--- src/hdl/dds_pkg.sv ---
// -----------------------------------------------------------------------------
// Discrete distribution sampler package
// Shared widths, command and status codes, and payload word types.
// -----------------------------------------------------------------------------
package dds_pkg;

  localparam int unsigned MaxStates = 64;
  localparam int unsigned FracBits  = 16;
  localparam int unsigned PW        = FracBits + 1;
  localparam int unsigned IdxW      = $clog2(MaxStates);
  localparam int unsigned CntW      = IdxW + 1;
  localparam int unsigned SumW      = PW + IdxW;
  localparam int unsigned NumW      = PW + FracBits + 1;
  localparam logic [PW-1:0] One     = PW'(1) << FracBits;
  localparam logic [PW-1:0] PMax    = {PW{1'b1}};

  typedef enum logic [2:0] {
    CmdLoad = 3'd0, CmdNorm = 3'd1, CmdSet = 3'd2,
    CmdRead = 3'd3, CmdSample = 3'd4, CmdUniform = 3'd5
  } cmd_e;

  typedef enum logic [1:0] {
    StOk = 2'd0, StZero = 2'd1, StRange = 2'd2
  } status_e;

  typedef struct packed {
    logic [2:0]      command;
    logic [IdxW-1:0] state_index;
    logic [PW-1:0]   value;
  } in_word_t;

  typedef struct packed {
    logic [PW-1:0] result_value;
    logic [1:0]    status;
  } out_word_t;

  typedef struct packed {
    logic            start;
    logic [NumW-1:0] num;
    logic [SumW-1:0] den;
  } div_req_t;

endpackage

--- src/hdl/dds_div.sv ---
// -----------------------------------------------------------------------------
// Shared restoring divider
// Computes floor(num/den) one quotient bit per cycle.
// -----------------------------------------------------------------------------
module dds_div
  import dds_pkg::*;
(
  input  logic            clk_i,
  input  logic            rst_ni,
  input  div_req_t        req_i,
  output logic            done_o,
  output logic [NumW-1:0] quot_o
);

  localparam int unsigned StepW = $clog2(NumW + 1);

  logic [NumW-1:0] quot_q, quot_d;
  logic [SumW:0]   rem_q, rem_d;
  logic [SumW-1:0] den_q, den_d;
  logic [StepW-1:0] cnt_q, cnt_d;
  logic            busy_q, busy_d, done_q, done_d;
  logic [SumW+1:0] trial;

  assign trial = {rem_q, quot_q[NumW-1]};

  always_comb begin
    quot_d = quot_q;
    rem_d  = rem_q;
    den_d  = den_q;
    cnt_d  = cnt_q;
    busy_d = busy_q;
    done_d = 1'b0;
    if (req_i.start) begin
      quot_d = req_i.num;
      rem_d  = '0;
      den_d  = req_i.den;
      cnt_d  = StepW'(NumW);
      busy_d = 1'b1;
    end else if (busy_q) begin
      if (trial >= {2'b00, den_q}) begin
        rem_d  = (SumW+1)'(trial - {2'b00, den_q});
        quot_d = {quot_q[NumW-2:0], 1'b1};
      end else begin
        rem_d  = trial[SumW:0];
        quot_d = {quot_q[NumW-2:0], 1'b0};
      end
      cnt_d = cnt_q - 1'b1;
      if (cnt_q == StepW'(1)) begin
        busy_d = 1'b0;
        done_d = 1'b1;
      end
    end
  end

  always_ff @(posedge clk_i or negedge rst_ni) begin
    if (!rst_ni) begin
      busy_q <= 1'b0;
      done_q <= 1'b0;
      cnt_q  <= '0;
    end else begin
      busy_q <= busy_d;
      done_q <= done_d;
      cnt_q  <= cnt_d;
    end
  end

  always_ff @(posedge clk_i) begin
    quot_q <= quot_d;
    rem_q  <= rem_d;
    den_q  <= den_d;
  end

  assign done_o = done_q;
  assign quot_o = quot_q;

endmodule

--- src/hdl/discrete_distribution_sampler_core.sv ---
// -----------------------------------------------------------------------------
// Discrete distribution sampler core
// Probability table with cumulative table and inverse-CDF sampling.
// -----------------------------------------------------------------------------
// A word is accepted when start is high while busy is low. Exactly one result
// word follows. It is shown for one cycle with done_o high, and the receiver
// cannot stall it. The probability and cumulative tables are memories with
// one registered read port each. A small sequencer walks them one entry per
// cycle when it rebuilds or searches the cumulative table. Load writes the
// entry and rebuilds the cumulative table; sample searches it. Uniform, and
// a set over an entry that held all of the mass, first run one 34-step
// division with the shared bit-serial divider. They then fill the table and
// rebuild the cumulative table. Normalize walks the table once to sum it and
// then divides each entry in turn. Set fetches the old value instead of
// summing. Both tables read as zero after reset through a valid bit per
// entry, so no clearing pass is needed. The states register must only be
// written while the core is idle.
module discrete_distribution_sampler_core
  import dds_pkg::*;
(
  input  logic        clk_i,
  input  logic        rst_ni,
  input  logic        start,
  output logic        busy,
  input  in_word_t    in_word_i,
  output logic        done_o,
  output out_word_t   out_word_o,
  input  logic        psel,
  input  logic        penable,
  input  logic        pwrite,
  input  logic [1:0]  paddr,
  input  logic [31:0] pwdata,
  output logic [31:0] prdata,
  output logic        pready
);

  localparam logic [3:0] SIdle = 4'd0, SSum = 4'd1, SSumW = 4'd2, SDivRd = 4'd3,
                         SDivGo = 4'd4, SDivW = 4'd5, SFill = 4'd6, SCum = 4'd7,
                         SCumW = 4'd8, SSamp = 4'd9, SSampW = 4'd10, SDone = 4'd11,
                         SRead = 4'd12, SReadW = 4'd13, SSpread = 4'd14;

  // Configuration register.
  logic [6:0] siu_q;
  always_ff @(posedge clk_i or negedge rst_ni) begin
    if (!rst_ni) siu_q <= 7'd64;
    else if (psel && penable && pwrite && paddr == 2'd0) siu_q <= pwdata[6:0];
  end
  assign pready = 1'b1;
  assign prdata = (paddr == 2'd0) ? {25'd0, siu_q} : 32'd0;

  logic [CntW-1:0] n;
  always_comb begin
    if (siu_q == 7'd0) n = CntW'(1);
    else if (siu_q > 7'(MaxStates)) n = CntW'(MaxStates);
    else n = CntW'(siu_q);
  end

  // Tables with valid bits.
  logic [PW-1:0] prob_mem [MaxStates];
  logic [PW-1:0] cum_mem  [MaxStates+1];
  logic [MaxStates-1:0] pvld_q;
  logic [MaxStates:0]   cvld_q;
  logic [PW-1:0] prd_q, crd_q;
  logic          pvr_q, cvr_q;
  logic [IdxW-1:0] praddr;
  logic [CntW-1:0] craddr;
  logic            pwe, cwe;
  logic [IdxW-1:0] pwaddr;
  logic [CntW-1:0] cwaddr;
  logic [PW-1:0]   pwdat, cwdat;

  always_ff @(posedge clk_i) begin
    if (pwe) prob_mem[pwaddr] <= pwdat;
    if (cwe) cum_mem[cwaddr] <= cwdat;
    prd_q <= prob_mem[praddr];
    crd_q <= cum_mem[craddr];
  end
  always_ff @(posedge clk_i or negedge rst_ni) begin
    if (!rst_ni) begin
      pvld_q <= '0;
      cvld_q <= '0;
      pvr_q  <= 1'b0;
      cvr_q  <= 1'b0;
    end else begin
      pvr_q <= pvld_q[praddr];
      cvr_q <= cvld_q[craddr];
      if (pwe) pvld_q[pwaddr] <= 1'b1;
      if (cwe) cvld_q[cwaddr] <= 1'b1;
    end
  end
  logic [PW-1:0] prd, crd;
  assign prd = pvr_q ? prd_q : '0;
  assign crd = cvr_q ? crd_q : '0;

  // Sequencer state.
  logic [3:0]      st_q, st_d;
  logic [2:0]      cmd_q, cmd_d;
  logic [IdxW-1:0] idx_q, idx_d;
  logic [PW-1:0]   val_q, val_d;
  logic [CntW-1:0] k_q, k_d;
  logic [SumW-1:0] acc_q, acc_d;
  logic [PW-1:0]   mul_q, mul_d;
  logic [PW-1:0]   res_q, res_d;
  logic [1:0]      stat_q, stat_d;
  logic            done_q, done_d;
  div_req_t        dreq;
  logic            ddone;
  logic [NumW-1:0] dquot;

  dds_div u_div (
    .clk_i  (clk_i),
    .rst_ni (rst_ni),
    .req_i  (dreq),
    .done_o (ddone),
    .quot_o (dquot)
  );

  logic [PW-1:0]   a_sat;
  logic [SumW:0]   cum_sum;
  logic [2*PW-1:0] prod;
  assign a_sat   = (val_q > One) ? One : val_q;
  assign cum_sum = {1'b0, acc_q} + {{(SumW+1-PW){1'b0}}, prd};
  assign prod    = prd * mul_q;

  always_comb begin
    st_d = st_q; cmd_d = cmd_q; idx_d = idx_q; val_d = val_q; k_d = k_q;
    acc_d = acc_q; mul_d = mul_q;
    res_d = res_q; stat_d = stat_q; done_d = 1'b0;
    praddr = k_q[IdxW-1:0]; craddr = k_q;
    pwe = 1'b0; pwaddr = k_q[IdxW-1:0]; pwdat = '0;
    cwe = 1'b0; cwaddr = k_q; cwdat = '0;
    dreq = '0;
    case (st_q)
      SIdle: begin
        if (start) begin
          cmd_d = in_word_i.command; idx_d = in_word_i.state_index;
          val_d = in_word_i.value; res_d = '0; stat_d = StOk; k_d = '0;
          acc_d = '0;
          if ((in_word_i.command == CmdLoad || in_word_i.command == CmdSet ||
               in_word_i.command == CmdRead) &&
              {1'b0, in_word_i.state_index} >= n) begin
            stat_d = StRange; st_d = SDone;
          end else begin
            case (in_word_i.command)
              CmdLoad: begin
                pwe = 1'b1; pwaddr = in_word_i.state_index;
                pwdat = in_word_i.value; st_d = SCum;
              end
              CmdNorm:    st_d = SSum;
              CmdSet: begin
                k_d = {1'b0, in_word_i.state_index}; st_d = SRead;
              end
              CmdRead: begin
                k_d = {1'b0, in_word_i.state_index}; st_d = SRead;
              end
              CmdSample:  st_d = SSamp;
              CmdUniform: begin
                dreq.start = 1'b1; dreq.num = NumW'(One);
                dreq.den = SumW'(n); st_d = SSpread;
              end
              default:    st_d = SDone;
            endcase
          end
        end
      end
      SRead: st_d = SReadW;
      SReadW: begin
        if (cmd_q == CmdRead) begin
          res_d = prd; st_d = SDone;
        end else if (n == CntW'(1)) begin
          pwe = 1'b1; pwaddr = idx_q; pwdat = a_sat; k_d = '0; st_d = SCum;
        end else if (prd < One) begin
          acc_d = SumW'(One - prd); mul_d = One - a_sat; k_d = '0;
          st_d = SDivRd;
        end else begin
          dreq.start = 1'b1; dreq.num = NumW'(One - a_sat);
          dreq.den = SumW'(n - 1'b1); st_d = SSpread;
        end
      end
      SSpread: begin
        if (ddone) begin
          mul_d = dquot[PW-1:0]; k_d = '0; st_d = SFill;
        end
      end
      SFill: begin
        pwe = 1'b1;
        pwdat = (cmd_q == CmdSet && k_q[IdxW-1:0] == idx_q) ? a_sat : mul_q;
        if (k_q == n - 1'b1) begin
          k_d = '0; st_d = SCum;
        end else k_d = k_q + 1'b1;
      end
      SSum: st_d = SSumW;
      SSumW: begin
        acc_d = cum_sum[SumW-1:0];
        if (k_q == n - 1'b1) begin
          k_d = '0; mul_d = One;
          if (cum_sum == '0) begin
            stat_d = StZero; st_d = SDone;
          end else st_d = SDivRd;
        end else begin
          k_d = k_q + 1'b1; st_d = SSum;
        end
      end
      SDivRd: st_d = SDivGo;
      SDivGo: begin
        dreq.start = 1'b1;
        dreq.num = NumW'(prod) + NumW'(acc_q >> 1);
        dreq.den = acc_q;
        st_d = SDivW;
      end
      SDivW: begin
        if (ddone) begin
          pwe = 1'b1;
          if (cmd_q == CmdSet && k_q[IdxW-1:0] == idx_q) pwdat = a_sat;
          else if (dquot > NumW'(PMax)) pwdat = PMax;
          else pwdat = dquot[PW-1:0];
          if (k_q == n - 1'b1) begin
            k_d = '0; st_d = SCum;
          end else begin
            k_d = k_q + 1'b1; st_d = SDivRd;
          end
        end
      end
      SCum: begin
        cwe = 1'b1; cwaddr = '0; cwdat = '0; acc_d = '0; st_d = SCumW;
      end
      SCumW: begin
        // Read of entry k was issued in the previous cycle.
        acc_d = (cum_sum > (SumW+1)'(One)) ? SumW'(One) : cum_sum[SumW-1:0];
        cwe = 1'b1; cwaddr = k_q + 1'b1;
        cwdat = (k_q + 1'b1 == n) ? One : acc_d[PW-1:0];
        if (k_q + 1'b1 == n) st_d = SDone;
        else begin
          k_d = k_q + 1'b1; praddr = k_d[IdxW-1:0]; st_d = SCumW;
        end
      end
      SSamp: st_d = SSampW;
      SSampW: begin
        if ((a_sat > crd) && (k_q < n)) begin
          k_d = k_q + 1'b1; craddr = k_d; st_d = SSampW;
          if (k_q + 1'b1 == n) begin
            res_d = PW'(k_q); st_d = SDone;
          end
        end else begin
          res_d = (k_q == '0) ? '0 : PW'(k_q - 1'b1); st_d = SDone;
        end
      end
      SDone: begin
        done_d = 1'b1; st_d = SIdle;
      end
      default: st_d = SIdle;
    endcase
  end

  always_ff @(posedge clk_i or negedge rst_ni) begin
    if (!rst_ni) begin
      st_q <= SIdle;
      done_q <= 1'b0;
      k_q <= '0;
    end else begin
      st_q <= st_d;
      done_q <= done_d;
      k_q <= k_d;
    end
  end

  always_ff @(posedge clk_i) begin
    cmd_q <= cmd_d; idx_q <= idx_d; val_q <= val_d; acc_q <= acc_d;
    mul_q <= mul_d; res_q <= res_d; stat_q <= stat_d;
  end

  assign busy = (st_q != SIdle);
  assign done_o = done_q;
  assign out_word_o.result_value = done_q ? res_q : '0;
  assign out_word_o.status       = done_q ? stat_q : '0;

endmodule

--- config.mk ---
export PLATFORM = sky130hd
export DESIGN_NAME = discrete_distribution_sampler_core
export DESIGN_NICKNAME = d
export VERILOG_FILES = /design/src/hdl/dds_pkg.sv /design/src/hdl/dds_div.sv /design/src/hdl/discrete_distribution_sampler_core.sv
export SDC_FILE = /design/constraint.sdc
export NUM_CORES = 2
export LEC_CHECK = 0
export ABC_AREA = 0
export BUFFER_PORTS_ARGS = -buffer_cell sky130_fd_sc_hd__buf_2
export CELL_PAD_IN_SITES_DETAIL_PLACEMENT = 0
export CELL_PAD_IN_SITES_GLOBAL_PLACEMENT = 1
export CORE_ASPECT_RATIO = 0.9
export CORE_MARGIN = 1
export CORE_UTILIZATION = 30
export DETAILED_ROUTE_END_ITERATION = 8
export MAX_ROUTING_LAYER = met4
export PLACE_DENSITY = 0.6
export REMOVE_ABC_BUFFERS = 1
export SETUP_SLACK_MARGIN = 0.4
export SYNTH_ARGS = -nofsm -noshare
export SYNTH_HDL_FRONTEND = slang
export SYNTH_SLANG_ARGS = --single-unit
--- constraint.sdc ---
create_clock -name clk_i -period 13.5 [get_ports clk_i]
set_clock_uncertainty 0.05 [all_clocks]
set_input_delay 1.35 -clock clk_i [delete_from_list [all_inputs] [get_ports clk_i]]
set_output_delay 1.35 -clock clk_i [all_outputs]
set_load 0.05 [all_outputs]
== Word level (Yosys, flattened, before mapping) ==
Memory sizes are Yosys's and may differ from the RTL's. A register that Yosys moved wholly into a read port is not among the register bits.
Index checks and enable logic that the tools add are counted.

* Flip-flop bits (word level): 324
* Bits in writable memories: 2193
* Input bits: 66
* Output and inout bits: 54
* Word-level logic and storage cells: 245
* Memories: 2

{| class="wikitable"
|+ Memory list
! memory !! words !! width !! read ports !! clocked after memory_dff !! write ports !! RTL line !! RTL
|-
| cum_mem || 65 || 17 || 1 || 1 || 1 || discrete_distribution_sampler_core.sv:60 || <nowiki>logic [PW-1:0] cum_mem [MaxStates+1];</nowiki>
|-
| prob_mem || 64 || 17 || 1 || 1 || 1 || discrete_distribution_sampler_core.sv:59 || <nowiki>logic [PW-1:0] prob_mem [MaxStates];</nowiki>
|}

* $add $sub $neg: 11
* Multipliers: 1
* $lt $le $gt $ge: 15
* Equal/unequal tests: 39
* Multiplexer cells: 121
* Bitwise logic cells: 2
* Reduce and logical (&&, ||, !) cells: 33

{| class="wikitable"
|+ Operators by type and width
! kind !! number
|-
| two-way mux 17 bit || 25
|-
| two-way mux 58 bit || 6
|-
| one-hot mux 58 bit (3 select lines) || 1
|-
| two-way mux 23 bit || 5
|-
| one-hot mux 23 bit (5 select lines) || 1
|-
| one-hot mux 17 bit (3 select lines) || 2
|-
| two-way mux 7 bit || 13
|-
| two-way mux 34 bit || 2
|-
| one-hot mux 17 bit (4 select lines) || 1
|-
| two-way mux 6 bit || 11
|-
| bitwise OR 65 bit || 1
|-
| bitwise OR 64 bit || 1
|-
| one-hot mux 4 bit (14 select lines) || 1
|-
| one-hot mux 7 bit (7 select lines) || 1
|-
| two-way mux 4 bit || 11
|-
| subtractor 17 x 17 -> 18 bit (first input constant) || 2
|-
| adder 34 x 22 -> 34 bit || 1
|-
| > comparator 34 x 17 -> 1 bit (second input constant) || 1
|-
| multiplier 17 x 17 -> 34 bit || 1
|-
| == test 4 bit (second input constant) || 7
|-
| >= comparator 25 x 23 -> 1 bit || 1
|-
| adder 23 x 17 -> 24 bit || 1
|-
| > comparator 24 x 17 -> 1 bit (second input constant) || 1
|-
| logical NOT 24 bit || 1
|-
| other kinds (59) || 124
|}

== Depth between registers and ports, before layout ==
* Depth in word-level cells: 13
* Mapped depth: 29
* Mapped depth without buffers: 26

== Cells and area by module ==
A second synthesis with hierarchy kept.

* Cell total of the unflattened synthesis: 9461
* Area, all modules: 116765.7 um^2

{| class="wikitable"
|+ Modules (own cells, without submodules)
! module !! times used !! cells each !! area an instance (um^2) !! seq. area each (um^2)
|-
| discrete_distribution_sampler_core || 1 || 9000 || 111816.0 || 72841.1
|-
| dds_div || 1 || 461 || 4949.7 || 2392.3
|}

== Worst setup path before layout ==
No wires, ideal clock.

* Path type: register -> register
* Start point: reg pvr_q
* End point: reg u_div.quot_q[33] (netlist: u_div.quot_o[33]) (data pin)
* Library setup time: 260 ps
* Data arrival time: 7113 ps
* Required time: 13190 ps
* Setup slack: 6077 ps
* Stages on the path, launching flop included: 29
* Buffers on the path: 4
* Period minus slack after synthesis: 7423 ps
* Path through: dfrtp_1 -> clkbuf_1 -> clkbuf_1 -> clkbuf_1 -> nand2_1 -> inv_1 -> clkbuf_1 -> nand2_1 -> fa_1 -> fa_1 -> fa_1 -> inv_1 -> fa_1 -> fa_1 -> inv_1 -> fa_1 -> inv_1 -> ha_1 -> and2_1 -> o21ai_0 -> nand2b_1 -> a21oi_1 -> o31ai_1 -> a31o_2 -> a41o_1 -> or4_1 -> a31oi_1 -> xnor2_1 -> o21ai_0

* Cells in the longest elaborated chain, start to end: 7
* Elaborated cells between the ends (all ways): 9
* Classes of those cells: add/sub: 1; mul: 1; order compare: 1; mux: 6

{| class="wikitable"
|+ RTL lines
! element !! RTL line !! RTL
|-
| start: declaration || discrete_distribution_sampler_core.sv:64 || <nowiki>logic pvr_q, cvr_q;</nowiki>
|-
| start signal: assignment || discrete_distribution_sampler_core.sv:85 || <nowiki>pvr_q <= pvld_q[praddr];</nowiki>
|-
| two-way mux 17 bit * || discrete_distribution_sampler_core.sv:92 || <nowiki>assign prd = pvr_q ? prd_q : '0;</nowiki>
|-
| branches (longest 4 deep; another with multiplier 17 x 17 -> 34 bit) || n/a ||
|-
| one-hot mux 58 bit (3 select lines) * || discrete_distribution_sampler_core.sv:133 || <nowiki>case (st_q)</nowiki>
|-
| two-way mux 34 bit * || dds_div.sv:33 || <nowiki>if (req_i.start) begin</nowiki>
|-
| named net u_div.quot_d[33] || dds_div.sv:17 || <nowiki>logic [NumW-1:0] quot_q, quot_d;</nowiki>
|-
| end signal: assignment || dds_div.sv:68 || <nowiki>quot_q <= quot_d;</nowiki>
|-
| end: declaration || dds_div.sv:17 ||
|}

Mark *: on every way through the listed nets, which the timed path passes.
A chain may end at the register's enable or synchronous reset.

== Final worst setup path ==
Same ends and word-level chain as after synthesis.

==> flow_metrics.tcl <==
set metrics [dict create \
    worstMarginPinSlew_ps 1360 \
    final_max_slew_viol_count 0 \
    cp-start-kind "flop" \
    root_buffer "clkbuf_16" \
    portBuffers 68 \
    wl_per_cell_um 26.9 \
    max_clock_freq_ghz 0.118 \
    instances_no_fill 15146 \
    place_inst 14571 \
    setup_viol 0 \
    total_power_mw 34.3 \
    worstSkewPairLatency_ps 930 \
    irDropWorstVdd_mv 0.604 \
    ioPinCount 120 \
    period_needed_ps 8490 \
    drive_above_1_share_pct 13.1 \
    tritoncts "yes" \
    rows 223 \
    fin_tns_setup_ps 0 \
    ant_nets 0 \
    ys_async_sr_fraction_pct 6.19 \
    power_frac_comb_pct 48.8 \
    core_mm2 0.410 \
    dieArea_mm2 0.414 \
    antenna_found_initial 51 \
    fin_util_pct 34.2 \
    clockBufferDepth 4 \
    cpMaxStageDelayCell "buf_4" \
    synth_top_cell_area_share_pct 56.8 \
    die_h_um 610 \
    clock-sinks 2551 \
    crit_path_end_kind "flop" \
    path_buf_inv 7 \
    relSlewSlack_pct 9.06 \
    worst-path-stages 27 \
    layout.nets 9966 \
    crit_arrival_ps 9020 \
    power_frac_clock_pct 22.6 \
    final_common_cell "edfxtp_1" \
    synth_warnings 0 \
    reg2regPathDepth 27 \
    synth_edf_count 2335 \
    crit_family "adder cells" \
    synth_area_mm2 0.123 \
    wirelength_um 407000 \
    dpl.hpwl_um 249000 \
    syn_inst 9447 \
    synth_area_leader_cell "edfxtp_1" \
    place.gp.congestion 0.891 \
    die_w_um 678 \
    switching_share_pct 43.1 \
    ys_top_cells_by_area "edfxtp_1 57%, mux2i_1 4.9%, fa_1 4.0%" \
    postCtsHoldBufs 0 \
    critical_path_class "reg -> reg" \
    vias 83814 \
    pwr-share-seq_pct 28.6 \
    initial_core_util_pct 30.1 \
    grt-ovfl-total 0 \
    grt_max_degree 152 \
    hold_class "in -> async" \
    final_cell_mix "2335 x edfxtp_1, 1116 x nand2_1, 603 x mux2i_1, 401 x inv_1, 313 x buf_4" \
    rsz0062_at_grt "false" \
    p_switching_mw 14.8 \
    drt-pass1-iter-count 9 \
    max_stage_delay_ps 570 \
    htreeDepth 5 \
    post-cts-setup-buffer-count 0 \
    multiInputGateArea_mm2 0.0444 \
    power.internal_mw 19.5 \
    area_growth_pct 13.7 \
    syn_area_per_cell_um2 13.1 \
    first_global_vias 82328 \
    drcViolationCount 0 \
    ys_types 102 \
    drt-initial-drc-count 8992 \
    cts.clk_slew.worst_paths_ps 60 \
    synth-seq-cells 2551 \
    grt_pass1_wl_um 585000 \
    leakagePower_nw 49.7 \
    finalCritPeriodShare_pct 62.9 \
    cp_max_fo 87 \
    run_status "finished clean" \
    track_usage_pct 19.6 \
    synthFlopType "edfxtp_1" \
    cts_buffers 291 \
    hold_viol_final 0 \
    cp.required_ps 14040 \
    seqCellArea_mm2 0.0752 \
    powerDensity_mw_per_mm2 245 \
    ctsResizeCount 0 \
    drv_cap 0 \
    vias_per_cell 5.53 \
    n_fill_cell 39574 \
    seq_area_frac_synth_pct 61.0 \
]
## worst paths after layout
path / from / to / slack [ps]
setup / recovery: pvr_q / u_div.quot_o[33] / 5010
hold / removal: rst_ni / cvld_q[13] / 380
setup reg to reg: pvr_q / u_div.quot_o[33] / 5010
hold reg to reg: pvld_q[58] / pvld_q[58] / 420
max in group asynchronous: rst_ni / k_q[1] / 10760
min in group clk_i: pvld_q[58] / pvld_q[58] / 420
## layer usage
layer,GRT usage [%],vias up,share of wire (%)
met2,29.7,3415,45
met3,2.86,636,7.6
met4,6.96,0,3.6
met5,-,-,0
met1,26.8,43480,43
li1,-,36283,-
## layout make-up
| cell class | count | area share [%] |
|---|---|---|
| well taps | 5400 | 4.82 |
| multi-input cells | 5819 | 31.7 |
| repair buffers | 391 | 2.07 |
| clock inverters | 147 | 0.974 |
| clock buffers | 383 | 5.64 |
| diodes | 45 | 0.0803 |
| inverters | 410 | 1.10 |
| flip-flops and latches | 2551 | 53.6 |
## Yosys cell counts, types with 58 or more instances
| cell | count |
|---|---|
| a32o_1 | 79 |
| o22ai_1 | 144 |
| buf_1 | 84 |
| o221ai_1 | 93 |
| a32oi_1 | 275 |
| mux4_2 | 100 |
| edfxtp_1 | 2335 |
| mux2i_1 | 604 |
| a21oi_1 | 260 |
| dfxtp_1 | 58 |
| mux2_2 | 117 |
| a222oi_1 | 87 |
| nand2_1 | 1119 |
| clkbuf_1 | 443 |
| buf_2 | 116 |
| nor2_1 | 342 |
| inv_1 | 403 |
| a31oi_1 | 222 |
| nand4_1 | 79 |
| nor3_1 | 115 |
| ha_1 | 188 |
| fa_1 | 248 |
| or2_2 | 74 |
| o21bai_1 | 67 |
| nor2b_1 | 91 |
| xnor2_1 | 84 |
| nand3_1 | 265 |
| o21ai_0 | 227 |
| dfrtp_1 | 157 |
| and3_1 | 256 |
## cell families after synthesis
family | share of synthesized area (%)
simple gates | 9.47
other cells | 0.00609
fa+ha+maj | 5.93
compound gates | 11.3
flops | 61.0
buf+inv | 3.62
mux | 7.80
xor+xnor | 0.945
## sequential cells by signal, indices dropped and copies added, names as in the netlist, 2 cells and up
name	count
acc_q	23
cmd_q	3
crd_q	17
cum_mem	1105
cvld_q	65
idx_q	6
k_q	7
mul_q	17
prd_q	17
prob_mem	1088
pvld_q	64
res_q	17
siu_q	7
st_q	4
stat_q	2
u_div.cnt_q	6
u_div.den_q	23
u_div.quot_o	34
u_div.rem_q	24
val_q	17
## power by group through the flow
stage	Clock, mW	Sequential [mW]	Combinational (mW)
after floorplan	0	9.92	12.0
after global placement	0	9.94	16.5
after detailed placement	0	9.96	16.5
after CTS	7.91	9.80	16.7
after global routing	8.20	9.85	18.4
final	7.76	9.81	16.8
## stage by stage
stage          hold slack [ps]  worst slack [ps]  area (µm²)
5_1_grt                    384              4650      140000
2_1_floorplan              385            -28140      121000
3_5_place_dp               404              5150      131000
3_3_place_gp               400              5150      131000
4_1_cts                    320              5110      140000
6_report                   378              5010      140000
(Power assumes the default switching activity.)
